===== src/nested_index_counter_top_assert.svh =====
// Assertion helpers for the nested index counter.
// Both macros sample on i_clk and stay quiet while i_rst_n is low.
`ifndef NESTED_INDEX_COUNTER_TOP_ASSERT_SVH
`define NESTED_INDEX_COUNTER_TOP_ASSERT_SVH

// The consequent must hold in the same cycle as the antecedent.
`define NIC_ASSERT_SAME(label, ante, cons, msg) \
    label: assert property (@(posedge i_clk) disable iff (!i_rst_n) (ante) |-> (cons)) \
        else $error(msg);

// The consequent must hold in the cycle after the antecedent.
`define NIC_ASSERT_NEXT(label, ante, cons, msg) \
    label: assert property (@(posedge i_clk) disable iff (!i_rst_n) (ante) |=> (cons)) \
        else $error(msg);

`endif


===== src/nic_pkg.sv =====
`default_nettype none

package nic_pkg;

    // Defaults for the top level parameters.
    localparam int MAX_DIMS_DEF   = 4;
    localparam int INDEX_BITS_DEF = 12;

    // Fixed field widths.
    localparam int FUNC_W     = 2;
    localparam int IDX_W      = 12;
    localparam int SIZE_W     = 12;
    localparam int DIMC_W     = 3;
    localparam int WIDE_W     = 48;
    localparam int NUM_SIZE   = 4;
    localparam int SIZE_SEL_W = 2;
    localparam int STEP_W     = 3;
    localparam int CFG_ADDR_W = 5;
    localparam int CFG_DATA_W = 32;

    // Item function codes.
    localparam logic [FUNC_W-1:0] FUNC_RESTART = 2'd0;
    localparam logic [FUNC_W-1:0] FUNC_ADVANCE = 2'd1;
    localparam logic [FUNC_W-1:0] FUNC_LINEAR  = 2'd2;

    // Register indexes on the configuration port.
    localparam logic [2:0] REG_DIM_COUNT = 3'd0;
    localparam logic [2:0] REG_SIZE_DIM0 = 3'd1;
    localparam logic [2:0] REG_SIZE_DIM1 = 3'd2;
    localparam logic [2:0] REG_SIZE_DIM2 = 3'd3;
    localparam logic [2:0] REG_SIZE_DIM3 = 3'd4;

    // Datapath operation selected by a control word.
    typedef enum logic [2:0] {
        OP_START,
        OP_NOP,
        OP_POS,
        OP_TOT,
        OP_LIN,
        OP_EMIT
    } t_op;

    // Branch condition of a control word.
    typedef enum logic [2:0] {
        C_ALWAYS,
        C_ITEM,
        C_NO_DIMS,
        C_LAST_K,
        C_OUT_FREE
    } t_cond;

    typedef logic [STEP_W-1:0] t_step;

    localparam t_step S_START = 3'd0;
    localparam t_step S_CHECK = 3'd1;
    localparam t_step S_POS   = 3'd2;
    localparam t_step S_TOT   = 3'd3;
    localparam t_step S_LIN   = 3'd4;
    localparam t_step S_EMIT  = 3'd5;

    typedef struct packed {
        t_op   op;
        t_cond cond;
        t_step go_true;
        t_step go_false;
    } t_ctrl;

    typedef struct packed {
        logic item;
        logic no_dims;
        logic last_k;
        logic out_free;
    } t_flags;

    // The microprogram. Each dimension in use costs a position MAC,
    // a size product and a given-tuple MAC on the shared multiplier.
    function automatic t_ctrl f_program(input t_step s);
        t_ctrl w;
        case (s)
            S_START: w = '{op: OP_START, cond: C_ITEM,     go_true: S_CHECK, go_false: S_START};
            S_CHECK: w = '{op: OP_NOP,   cond: C_NO_DIMS,  go_true: S_EMIT,  go_false: S_POS};
            S_POS:   w = '{op: OP_POS,   cond: C_ALWAYS,   go_true: S_TOT,   go_false: S_TOT};
            S_TOT:   w = '{op: OP_TOT,   cond: C_ALWAYS,   go_true: S_LIN,   go_false: S_LIN};
            S_LIN:   w = '{op: OP_LIN,   cond: C_LAST_K,   go_true: S_EMIT,  go_false: S_POS};
            S_EMIT:  w = '{op: OP_EMIT,  cond: C_OUT_FREE, go_true: S_START, go_false: S_EMIT};
            default: w = '{op: OP_NOP,   cond: C_ALWAYS,   go_true: S_START, go_false: S_START};
        endcase
        return w;
    endfunction

    // A size register holding zero counts as one.
    function automatic logic [SIZE_W-1:0] f_size_eff(input logic [SIZE_W-1:0] s);
        return (s == '0) ? SIZE_W'(1) : s;
    endfunction

endpackage

`default_nettype wire


===== src/nic_seq.sv =====
`default_nettype none

module nic_seq
    import nic_pkg::*;
(
    input  logic   i_clk,
    input  logic   i_rst_n,
    input  t_flags i_flags,
    output t_ctrl  o_ctrl
);

    t_step r_step;
    t_step n_step;
    logic  w_take;

    assign o_ctrl = f_program(r_step);

    always_comb begin
        case (o_ctrl.cond)
            C_ALWAYS:   w_take = 1'b1;
            C_ITEM:     w_take = i_flags.item;
            C_NO_DIMS:  w_take = i_flags.no_dims;
            C_LAST_K:   w_take = i_flags.last_k;
            C_OUT_FREE: w_take = i_flags.out_free;
            default:    w_take = 1'b1;
        endcase
        n_step = w_take ? o_ctrl.go_true : o_ctrl.go_false;
    end

    always_ff @(posedge i_clk) begin
        if (!i_rst_n) begin
            r_step <= S_START;
        end else begin
            r_step <= n_step;
        end
    end

endmodule

`default_nettype wire


===== src/nested_index_counter_top.sv =====
// Channel  | Handshake                        | Word
// ---------+----------------------------------+---------------------------------------
// input    | i_in_valid / o_in_stall          | i_func, i_given_idx0..3
// output   | o_out_valid / i_out_stall        | o_advanced, o_cur_idx0..3,
//          |                                  | o_linear_offset, o_bad_index,
//          |                                  | o_total_count
// config   | psel, penable, pwrite, pready    | paddr, pwdata, prdata
//
// An item runs through the single 48x12 multiplier, which performs a position
// MAC, a size product and a given-tuple MAC for every dimension in use; with no
// dimensions in use those steps are skipped.
// Reset is synchronous and active low; it restores dim_count = 1, every size
// to 1, the tuple to all ones and clears the exhausted bit.
// A stalled output word holds in its register; the next input word is taken
// while it waits, and the sequencer only parks at the end of that item.
`default_nettype none
`include "nested_index_counter_top_assert.svh"

module nested_index_counter_top
    import nic_pkg::*;
#(
    parameter int MAX_DIMS   = MAX_DIMS_DEF,
    parameter int INDEX_BITS = INDEX_BITS_DEF
) (
    input  logic                  i_clk,
    input  logic                  i_rst_n,

    // Configuration port.
    input  logic                  psel,
    input  logic                  penable,
    input  logic                  pwrite,
    input  logic [CFG_ADDR_W-1:0] paddr,
    input  logic [CFG_DATA_W-1:0] pwdata,
    output logic [CFG_DATA_W-1:0] prdata,
    output logic                  pready,

    // Input channel.
    input  logic                  i_in_valid,
    output logic                  o_in_stall,
    input  logic [FUNC_W-1:0]     i_func,
    input  logic [IDX_W-1:0]      i_given_idx0,
    input  logic [IDX_W-1:0]      i_given_idx1,
    input  logic [IDX_W-1:0]      i_given_idx2,
    input  logic [IDX_W-1:0]      i_given_idx3,

    // Output channel.
    output logic                  o_out_valid,
    input  logic                  i_out_stall,
    output logic                  o_advanced,
    output logic [IDX_W-1:0]      o_cur_idx0,
    output logic [IDX_W-1:0]      o_cur_idx1,
    output logic [IDX_W-1:0]      o_cur_idx2,
    output logic [IDX_W-1:0]      o_cur_idx3,
    output logic [WIDE_W-1:0]     o_linear_offset,
    output logic                  o_bad_index,
    output logic [WIDE_W-1:0]     o_total_count
);

    // Width of the dimension counter and of size/index compares.
    localparam int KW = (MAX_DIMS > 1) ? $clog2(MAX_DIMS) : 1;
    localparam int CW = (INDEX_BITS > SIZE_W) ? INDEX_BITS : SIZE_W;

    // Configuration registers.
    logic [DIMC_W-1:0]     r_dim_count;
    logic [SIZE_W-1:0]     r_size [NUM_SIZE];

    // Tuple state.
    logic [INDEX_BITS-1:0] r_pos [MAX_DIMS];
    logic [INDEX_BITS-1:0] n_pos [MAX_DIMS];
    logic                  r_exhausted;
    logic                  n_exhausted;
    logic                  n_adv;

    // Per-item working registers.
    logic [FUNC_W-1:0]     r_func;
    logic [INDEX_BITS-1:0] r_given [MAX_DIMS];
    logic                  r_adv;
    logic [KW-1:0]         r_k;
    logic [WIDE_W-1:0]     r_pos_acc;
    logic [WIDE_W-1:0]     r_tot;
    logic [WIDE_W-1:0]     r_lin;
    logic                  r_bad;

    // Output register.
    logic                  r_out_valid;
    logic                  r_out_adv;
    logic [IDX_W-1:0]      r_out_cur [NUM_SIZE];
    logic [WIDE_W-1:0]     r_out_lin;
    logic                  r_out_bad;
    logic [WIDE_W-1:0]     r_out_tot;

    // Sequencer interface.
    t_ctrl                 w_ctrl;
    t_flags                w_flags;

    logic                  w_cfg_wr;
    logic [2:0]            w_cfg_idx;
    logic [DIMC_W-1:0]     w_n;
    logic [SIZE_W-1:0]     w_size_eff [NUM_SIZE];
    logic [SIZE_SEL_W-1:0] w_ksel;
    logic [IDX_W-1:0]      w_given_in [NUM_SIZE];
    logic [IDX_W-1:0]      w_pos_wide [NUM_SIZE];
    logic [INDEX_BITS-1:0] w_odo_pos [MAX_DIMS];
    logic                  w_odo_found;
    logic                  w_accept;
    logic                  w_out_free;
    logic                  w_emit_load;
    logic [WIDE_W-1:0]     w_mul_a;
    logic [SIZE_W-1:0]     w_mul_b;
    logic [WIDE_W-1:0]     w_addend;
    logic [WIDE_W+SIZE_W-1:0] w_prod;
    logic [WIDE_W-1:0]     w_mac;
    logic [INDEX_BITS-1:0] w_given_k;
    logic                  w_bad_k;

    // ------------------------------------------------------------------
    // Configuration port. Writes land on the access cycle; pready is tied
    // high so every access completes at once.
    // ------------------------------------------------------------------
    assign pready    = 1'b1;
    assign w_cfg_wr  = psel & penable & pwrite;
    assign w_cfg_idx = paddr[CFG_ADDR_W-1:2];

    always_comb begin
        case (w_cfg_idx)
            REG_DIM_COUNT: prdata = CFG_DATA_W'(r_dim_count);
            REG_SIZE_DIM0: prdata = CFG_DATA_W'(r_size[0]);
            REG_SIZE_DIM1: prdata = CFG_DATA_W'(r_size[1]);
            REG_SIZE_DIM2: prdata = CFG_DATA_W'(r_size[2]);
            REG_SIZE_DIM3: prdata = CFG_DATA_W'(r_size[3]);
            default:       prdata = '0;
        endcase
    end

    // A dimension count beyond what the block holds is clipped.
    assign w_n = (r_dim_count > DIMC_W'(MAX_DIMS)) ? DIMC_W'(MAX_DIMS) : r_dim_count;

    always_comb begin
        for (int d = 0; d < NUM_SIZE; d++) begin
            w_size_eff[d] = f_size_eff(r_size[d]);
        end
    end

    assign w_given_in[0] = i_given_idx0;
    assign w_given_in[1] = i_given_idx1;
    assign w_given_in[2] = i_given_idx2;
    assign w_given_in[3] = i_given_idx3;

    // Current tuple on the fixed output width; slots the block does not
    // hold read as zero.
    for (genvar g = 0; g < NUM_SIZE; g++) begin : g_pos_wide
        if (g < MAX_DIMS) begin : g_held
            assign w_pos_wide[g] = IDX_W'(r_pos[g]);
        end else begin : g_absent
            assign w_pos_wide[g] = '0;
        end
    end

    // ------------------------------------------------------------------
    // Odometer step. Walking from the fastest dimension down, the first
    // index still below its size is bumped and every faster one returns to
    // one. An index at or above its size counts as at its end. When every
    // dimension is at its end, the slowest index stays where it is.
    // ------------------------------------------------------------------
    always_comb begin
        w_odo_found = 1'b0;
        for (int d = 0; d < MAX_DIMS; d++) begin
            w_odo_pos[d] = r_pos[d];
        end
        for (int d = MAX_DIMS - 1; d >= 0; d--) begin
            if ((DIMC_W'(d) < w_n) && !w_odo_found) begin
                if (CW'(r_pos[d]) < CW'(w_size_eff[d])) begin
                    w_odo_pos[d] = r_pos[d] + INDEX_BITS'(1);
                    w_odo_found  = 1'b1;
                end else if (d != 0) begin
                    w_odo_pos[d] = INDEX_BITS'(1);
                end
            end
        end
    end

    // Tuple update happens in the cycle the word is taken.
    assign w_accept = i_in_valid && (w_ctrl.op == OP_START);

    always_comb begin
        for (int d = 0; d < MAX_DIMS; d++) begin
            n_pos[d] = r_pos[d];
        end
        n_exhausted = r_exhausted;
        n_adv       = 1'b0;
        if (w_accept && (w_n != '0)) begin
            case (i_func)
                FUNC_RESTART: begin
                    for (int d = 0; d < MAX_DIMS; d++) begin
                        n_pos[d] = INDEX_BITS'(1);
                    end
                    n_exhausted = 1'b0;
                    n_adv       = 1'b1;
                end
                FUNC_ADVANCE: begin
                    if (!r_exhausted) begin
                        for (int d = 0; d < MAX_DIMS; d++) begin
                            n_pos[d] = w_odo_pos[d];
                        end
                        n_adv       = w_odo_found;
                        n_exhausted = !w_odo_found;
                    end
                end
                default: begin
                end
            endcase
        end
    end

    // ------------------------------------------------------------------
    // Shared multiply-accumulate. The control word picks which running
    // value is scaled by the size of dimension k and what is added to it.
    // ------------------------------------------------------------------
    assign w_ksel    = SIZE_SEL_W'(r_k);
    assign w_mul_b   = w_size_eff[w_ksel];
    assign w_given_k = r_given[r_k];

    always_comb begin
        case (w_ctrl.op)
            OP_POS: begin
                w_mul_a  = r_pos_acc;
                w_addend = WIDE_W'(r_pos[r_k]) - WIDE_W'(1);
            end
            OP_TOT: begin
                w_mul_a  = r_tot;
                w_addend = '0;
            end
            OP_LIN: begin
                w_mul_a  = r_lin;
                w_addend = WIDE_W'(w_given_k) - WIDE_W'(1);
            end
            default: begin
                w_mul_a  = r_lin;
                w_addend = '0;
            end
        endcase
    end

    assign w_prod  = w_mul_a * w_mul_b;
    assign w_mac   = w_prod[WIDE_W-1:0] + w_addend;
    assign w_bad_k = (w_given_k == '0) || (CW'(w_given_k) > CW'(w_mul_b));

    // ------------------------------------------------------------------
    // Sequencer.
    // ------------------------------------------------------------------
    assign w_out_free  = !r_out_valid || !i_out_stall;
    assign w_emit_load = (w_ctrl.op == OP_EMIT) && w_out_free;

    assign w_flags.item     = w_accept;
    assign w_flags.no_dims  = (w_n == '0);
    assign w_flags.last_k   = (DIMC_W'(r_k) == (w_n - DIMC_W'(1)));
    assign w_flags.out_free = w_out_free;

    nic_seq u_seq (
        .i_clk   (i_clk),
        .i_rst_n (i_rst_n),
        .i_flags (w_flags),
        .o_ctrl  (w_ctrl)
    );

    assign o_in_stall = (w_ctrl.op != OP_START);

    // ------------------------------------------------------------------
    // Registers.
    // ------------------------------------------------------------------
    always_ff @(posedge i_clk) begin
        if (!i_rst_n) begin
            r_dim_count <= DIMC_W'(1);
            for (int d = 0; d < NUM_SIZE; d++) begin
                r_size[d] <= SIZE_W'(1);
            end
            for (int d = 0; d < MAX_DIMS; d++) begin
                r_pos[d] <= INDEX_BITS'(1);
            end
            r_exhausted <= 1'b0;
            r_k         <= '0;
            r_out_valid <= 1'b0;
        end else begin
            if (w_cfg_wr) begin
                case (w_cfg_idx)
                    REG_DIM_COUNT: r_dim_count <= pwdata[DIMC_W-1:0];
                    REG_SIZE_DIM0: r_size[0]   <= pwdata[SIZE_W-1:0];
                    REG_SIZE_DIM1: r_size[1]   <= pwdata[SIZE_W-1:0];
                    REG_SIZE_DIM2: r_size[2]   <= pwdata[SIZE_W-1:0];
                    REG_SIZE_DIM3: r_size[3]   <= pwdata[SIZE_W-1:0];
                    default: begin
                    end
                endcase
            end

            for (int d = 0; d < MAX_DIMS; d++) begin
                r_pos[d] <= n_pos[d];
            end
            r_exhausted <= n_exhausted;

            // A new word seeds the running values: the total starts at one
            // only when some dimension is in use.
            if (w_accept) begin
                r_func <= i_func;
                for (int d = 0; d < MAX_DIMS; d++) begin
                    r_given[d] <= INDEX_BITS'(w_given_in[d]);
                end
                r_adv     <= n_adv;
                r_k       <= '0;
                r_pos_acc <= '0;
                r_tot     <= (w_n == '0) ? WIDE_W'(0) : WIDE_W'(1);
                r_lin     <= '0;
                r_bad     <= 1'b0;
            end

            case (w_ctrl.op)
                OP_POS: r_pos_acc <= w_mac;
                OP_TOT: r_tot     <= w_mac;
                OP_LIN: begin
                    r_lin <= w_mac;
                    if ((r_func == FUNC_LINEAR) && w_bad_k) begin
                        r_bad <= 1'b1;
                    end
                    r_k <= r_k + KW'(1);
                end
                default: begin
                end
            endcase

            // The finished word waits here, so the sequencer is free to
            // take the next input word.
            if (w_emit_load) begin
                r_out_valid <= 1'b1;
                r_out_adv   <= r_adv;
                for (int d = 0; d < NUM_SIZE; d++) begin
                    r_out_cur[d] <= (DIMC_W'(d) < w_n) ? w_pos_wide[d] : '0;
                end
                if (r_func == FUNC_LINEAR) begin
                    r_out_lin <= r_bad ? '0 : r_lin;
                end else begin
                    r_out_lin <= r_pos_acc;
                end
                r_out_bad <= r_bad;
                r_out_tot <= r_tot;
            end else if (!i_out_stall) begin
                r_out_valid <= 1'b0;
            end
        end
    end

    assign o_out_valid     = r_out_valid;
    assign o_advanced      = r_out_adv;
    assign o_cur_idx0      = r_out_cur[0];
    assign o_cur_idx1      = r_out_cur[1];
    assign o_cur_idx2      = r_out_cur[2];
    assign o_cur_idx3      = r_out_cur[3];
    assign o_linear_offset = r_out_lin;
    assign o_bad_index     = r_out_bad;
    assign o_total_count   = r_out_tot;

    // ------------------------------------------------------------------
    // Assertions.
    // ------------------------------------------------------------------
    // The dimension counter stays inside the dimensions in use while the
    // multiplier loop runs.
    `NIC_ASSERT_SAME(a_k_in_range, (w_ctrl.op == OP_POS) || (w_ctrl.op == OP_TOT) || (w_ctrl.op == OP_LIN), DIMC_W'(r_k) < w_n, "dimension counter ran past the dimensions in use")

    // A flagged tuple always reports a zero offset.
    `NIC_ASSERT_SAME(a_bad_gives_zero, o_out_valid && o_bad_index, o_linear_offset == '0, "bad index reported with a nonzero offset")

    // The output word only appears from the emit step.
    `NIC_ASSERT_SAME(a_out_from_emit, $rose(o_out_valid), $past(w_ctrl.op == OP_EMIT), "output word raised outside the emit step")

    // A word handed to a free output register sends the sequencer back to
    // take the next input word.
    `NIC_ASSERT_NEXT(a_emit_returns, (w_ctrl.op == OP_EMIT) && !r_out_valid, w_ctrl.op == OP_START, "sequencer did not return after emitting")

endmodule

`default_nettype wire

===== config.mk =====
export PLATFORM = sky130hd
export DESIGN_NAME = nested_index_counter_top
export DESIGN_NICKNAME = d
export VERILOG_FILES = /design/src/nic_pkg.sv /design/src/nic_seq.sv /design/src/nested_index_counter_top.sv
export VERILOG_INCLUDE_DIRS = /design/src /design/src/src
export SDC_FILE = /design/constraint.sdc
export NUM_CORES = 2
export LEC_CHECK = 0
export ABC_AREA = 1
export BUFFER_PORTS_ARGS = -buffer_cell sky130_fd_sc_hd__buf_2
export CAP_MARGIN = 20
export CORE_MARGIN = 4
export CORE_UTILIZATION = 33
export DETAILED_ROUTE_END_ITERATION = 16
export GPL_ROUTABILITY_DRIVEN = 0
export SKIP_CTS_REPAIR_TIMING = 1
export SLEW_MARGIN = 20
export SYNTH_ARGS = -nofsm -noshare
export SYNTH_HDL_FRONTEND = slang
export SYNTH_SLANG_ARGS = --single-unit

===== constraint.sdc =====
create_clock -name i_clk -period 9.3 [get_ports i_clk]
set_input_delay 0.465 -clock i_clk [delete_from_list [all_inputs] [get_ports i_clk]]
set_output_delay 0.465 -clock i_clk [all_outputs]
set_load 0.05 [all_outputs]

[After elaboration in Yosys (flattened, before gate mapping)]
Memory sizes are Yosys's and may differ from the RTL's. A register that Yosys moved wholly into a read port is not among the register bits.
Cells that the tools add are included.
Word-level totals
  register bits: 256
  latch bits: 0
  RAM bits: 192
  ROM bits: 0
  input bits: 94
  output and inout port bits: 181
  logic and storage cells: 202
  memories: 4
Operators by class
  add/sub/neg operators: 9
  multiply operators: 1
  div/mod/pow operators: 0
  magnitude comparators: 11
  equal/unequal tests: 21
  shifts and indexed selects: 0
  mux-type cells: 92
  bitwise gates (word level): 11
  reduce and logical (&&, ||, !) cells: 38
Memories
  r_given: words 4, width 12, rd ports 1, clocked after memory_dff 1, wr ports 4, RTL line nested_index_counter_top.sv:76  | logic [INDEX_BITS-1:0] r_given [MAX_DIMS];
  r_out_cur: words 4, width 12, rd ports 4, clocked after memory_dff 0, wr ports 4, RTL line nested_index_counter_top.sv:87  | logic [IDX_W-1:0] r_out_cur [NUM_SIZE];
  r_pos: words 4, width 12, rd ports 5, clocked after memory_dff 1, wr ports 4, RTL line nested_index_counter_top.sv:68  | logic [INDEX_BITS-1:0] r_pos [MAX_DIMS];
  r_size: words 4, width 12, rd ports 4, clocked after memory_dff 0, wr ports 4, RTL line nested_index_counter_top.sv:65  | logic [SIZE_W-1:0] r_size [NUM_SIZE];
Operators with widths (count)
  $mux W48: 9
  $mux W12: 26
  $pmux W48 S2: 3
  $pmux W12 S6: 1
  $logic_not A12 Y1: 5
  $pmux W12 S5: 1
  $add A12 B1 Y12 const B: 4
  $add A48 B48 Y48: 1
  $lt A12 B12 Y1: 4
  $mul A48 B12 Y48: 1
  $mux W1: 40
  $sub A12 B1 Y13 const B: 2
  $bmux W12 S2: 1
  $eq A3 B2 Y1 const B: 8
  $eq A3 B3 Y1 const B: 6
  $reduce_and A2 Y1: 7
  $gt A12 B12 Y1: 1
  $logic_not A3 Y1: 4
  $mux W2: 6
  $eq A3 B1 Y1 const B: 3
  $or A1 B1 Y1: 8
  $reduce_bool A2 Y1: 4
  $logic_and A1 B1 Y1: 7
  $logic_not A1 Y1: 6
  18 further kinds: 25

[Logic depth before layout (Yosys ltp)]
An unclocked memory read counts as a cell.
  depth after elaboration: 19
  gate-level depth with buffers: 37
  mapped depth without buffers: 35

[Hierarchy]
Synthesis repeated with hierarchy kept, for this count alone.
Unflattened totals
  cells, all modules: 4492
  area total of the unflattened synthesis: 38595.8 um^2
By module, submodules not included
  nested_index_counter_top: instances 1, cells each 4440, area each 38250.4 um^2, seq. area each 12852.3 um^2
  nic_seq: instances 1, cells each 52, area each 345.3 um^2, seq. area each 60.1 um^2

[Worst setup path after synthesis]
No wires, ideal clock.
  path kind: input to register
  start: input i_rst_n
  end: register r_out_adv (netlist: o_advanced), enable pin
  library setup time: 653 ps
  arrival: 7009 ps
  required time: 8647 ps
  setup slack: 1639 ps
  stages on the path: 4
  path buffers: 2
  path through: inv_1 clkbuf_1 clkbuf_1 nor2_1
Between the ends
  word-level cells in the longest chain between the ends: 1
Ends and longest elaborated chain
  from (decl): RTL line nested_index_counter_top.sv:26  | input logic i_rst_n,
  $reduce_and A2 Y1 (no line)
  to (signal assigned): RTL line nested_index_counter_top.sv:334  | r_out_adv <= r_adv;
  to (decl): RTL line nested_index_counter_top.sv:86  | logic r_out_adv;
Every way passes these cells.
A chain may end at the register's enable or synchronous reset.

[Worst setup path in the final report]
  start: register u_seq.r_step[1]
  end: register r_lin[46], data pin
Between the ends
  word-level cells in the longest chain between the ends: 7
  elaborated cells on any way between the ends: 15
  those cells by class: 1 x add/sub; 1 x mul; 8 x eq/ne; 4 x mux; 1 x reduce/logical
Ends and longest elaborated chain
  from (decl): RTL line nic_seq.sv:12  | t_step r_step;
  from (signal assigned): RTL line nic_seq.sv:34  | r_step <= n_step;
  $eq A3 B3 Y1, or another cell as far along: RTL line nic_pkg.sv:79  | case (s)
  $pmux W12 S6 (*): RTL line nic_pkg.sv:79
  $eq A3 B2 Y1: RTL line nested_index_counter_top.sv:224  | case (w_ctrl.op)
  $pmux W48 S2: RTL line nested_index_counter_top.sv:224
  $mul A48 B12 Y48: RTL line nested_index_counter_top.sv:244  | assign w_prod = w_mul_a * w_mul_b;
  $add A48 B48 Y48: RTL line nested_index_counter_top.sv:245  | assign w_mac = w_prod[WIDE_W-1:0] + w_addend;
  $mux W48 (*): RTL line nested_index_counter_top.sv:316  | case (w_ctrl.op)
  to (signal assigned): RTL line nested_index_counter_top.sv:320  | r_lin <= w_mac;
  to (decl): RTL line nested_index_counter_top.sv:81  | logic [WIDE_W-1:0] r_lin;
Every way passes the cells marked *; elsewhere a longest branch is shown, timed or not.

==> results_dict.tcl <==
set metrics [dict create \
    grt_max_degree 147 \
    drtAntennaViolNets 0 \
    cts_tree "yes" \
    finalWorstSetupSlack_ps 1210 \
    drv_slew 0 \
    layout_common_cells "nand2_1, inv_1, nor2_1" \
    wl_met3_um 8920 \
    die_x_um 346 \
    core_area_sq_mm 0.113 \
    met1Wirelength_um 48800 \
    synthArstFlopShare_pct 0 \
    syn-cell-area_sq_mm 0.0377 \
    critical-path-max-stage-delay_ps 930 \
    ff2ff_setup_slack_ps 1210 \
    status "finished, final reports clean" \
    syn_inst 4299 \
    routed_via_density 4.99 \
    hold_viol 0 \
    start_util_pct 33.4 \
    drtIter0Drc 2793 \
    final_common_cell "nand2_1" \
    ys_types 55 \
    relSlewSlack_pct 27.1 \
    worst_setup_path_start_kind "flop" \
    cts_buffers 48 \
    grt_use_total_pct 19.1 \
    worst_ep_required_time_ps 9620 \
    worst_pin_slew_ps 1090 \
    fmax_mhz 124 \
    setup_viol 0 \
    synth-seq-area-share_pct 34.3 \
    synth_warnings 0 \
    dieArea_sq_mm 0.120 \
    htree_num_levels 2 \
    cts_buffer_depth 3 \
    grt_pass1_vias 30300 \
    pre_cts_ws_ps 1340 \
    synth-edff-count 390 \
    wl_met2_um 53300 \
    hpwlAfterDp_um 90400 \
    drc 0 \
    crit_path_frequent_cell "fa_1" \
    worstPathMaxFanout 29 \
    antenna_found_initial 1 \
    ys_seq_elements 450 \
    die_y_um 346 \
    min_path_type "in -> reg" \
    final_nets 5174 \
    drv_cap 0 \
    end_kind "flop" \
    highest_layer "met4" \
    holdWs_ps 19.1 \
    timing.final.crit_share_pct 87.0 \
    routed_wl_um 116000 \
    clk_latency_ps 620 \
    routed-via-count 30100 \
    drive_above_1_share_pct 9.63 \
    floorplan.rows 123 \
    clk_root_buffer_cell "clkbuf_16" \
    fin_skew_ps 39.0 \
    grt-ovfl-total 0 \
    cp.arrival_ps 8410 \
    final_area_sq_mm 0.0423 \
    io_pins 275 \
    worst_path_max_delay_cell "o211ai_1" \
    critPathKind "reg -> reg" \
    wl_per_cell_um 19.2 \
    dpl_cell_area_sq_mm 0.0407 \
    grt_pass1_wl_um 179000 \
    firstDrtPassIters 7 \
    clock-sinks 450 \
    avgSynthCellArea_sq_um 8.77 \
    fin_tns_setup_ps 0 \
    synthFlopType "edfxtp_1" \
    clk_pin_slew_ps 60 \
    area_growth_pct 12.2 \
    io_buffers 231 \
    rsz0062_at_grt "false" \
    period_needed_ps 8090 \
]
synthesized netlist by cell type, types with 22 or more instances:
library cell	number	area share, %
buf_2	24	0.32
xor2_1	45	1.0
fa_1	444	24
nand2_1	890	8.9
nor2_1	533	5.3
xnor2_1	25	0.58
nand3_1	167	2.2
edfxtp_1	390	31
clkbuf_1	111	1.1
nor3_1	40	0.53
dfxtp_1	60	3.2
o211ai_1	25	0.50
a21oi_1	176	2.3
ha_1	134	4.4
a31oi_1	22	0.37
o21ai_0	153	2.0
inv_1	845	8.4
worst max-delay path, delay by kind of cell, from the launching register on:
family | cells | cell delay [ps]
simple gates | 6 | 1210
xor+xnor | 1 | 490
fa+ha+maj | 6 | 2910
compound gates | 6 | 1960
buf+inv | 6 | 680
flops | 1 | 520
state kept, by name (all words and copies together) (netlist names), 2 cells and up, named ones only:
name	count
r_pos	48
o_total_count	48
r_out_cur	48
r_pos_acc	48
r_given	48
r_lin	48
r_func	2
r_tot	48
r_size	48
u_seq.r_step	3
r_k	2
o_linear_offset	48
r_dim_count	3
through the flow:
stage,std cells,util [%]
3_3_place_gp,5951,36.0
4_1_cts,6038,37.4
5_1_grt,6040,37.4
2_1_floorplan,4318,-
3_5_place_dp,5951,36.0
6_report,6040,37.4
final timing paths:
kind | start | endpoint | cells after the start
setup reg to reg | u_seq.r_step[1] | r_lin[46] | 25
setup / recovery | u_seq.r_step[1] | r_lin[46] | 25
hold / removal | i_given_idx2[5] | r_given[2][5] | 1
hold reg to reg | r_adv | o_advanced | 0
layer usage:
layer / vias up / GRT usage (%)
li1: 13800 / -
met1: 14900 / 26.0
met2: 1201 / 30.9
met3: 222 / 2.88
met4: 0 / 7.28
met5: - / 0
logic make-up (layout without fill, tap and decap cells):
kind of cell               Yosys count  count (layout)  share of synthesized area (%)
buffers and inverters             1038            1259                           10.8
and+or+nand+nor                   1691            1691                           18.1
adders and majority gates          578             578                           28.0
DFF                                450             450                           34.3
AOI/OAI and AO/OA                  470             470                           7.17
xor gates and xnor gates            70              70                           1.63
other                                2              22                         0.0199
final cells by class:
| class | instances | area, sq um |
|---|---|---|
| Sequential cell | 450 | 12900 |
| Fill cell | 11500 | 70700 |
| Multi-Input combinational cell | 2830 | 20900 |
| Inverter | 861 | 3230 |
| Clock inverter | 27 | 289 |
| Tap cell | 1500 | 1880 |
| Antenna cell | 1 | 2.50 |
| Timing Repair Buffer | 311 | 1780 |
| Clock buffer | 60 | 1300 |
Power is not shown: default switching activity piles up to over one toggle a cycle in this logic, so the estimate is an artifact.
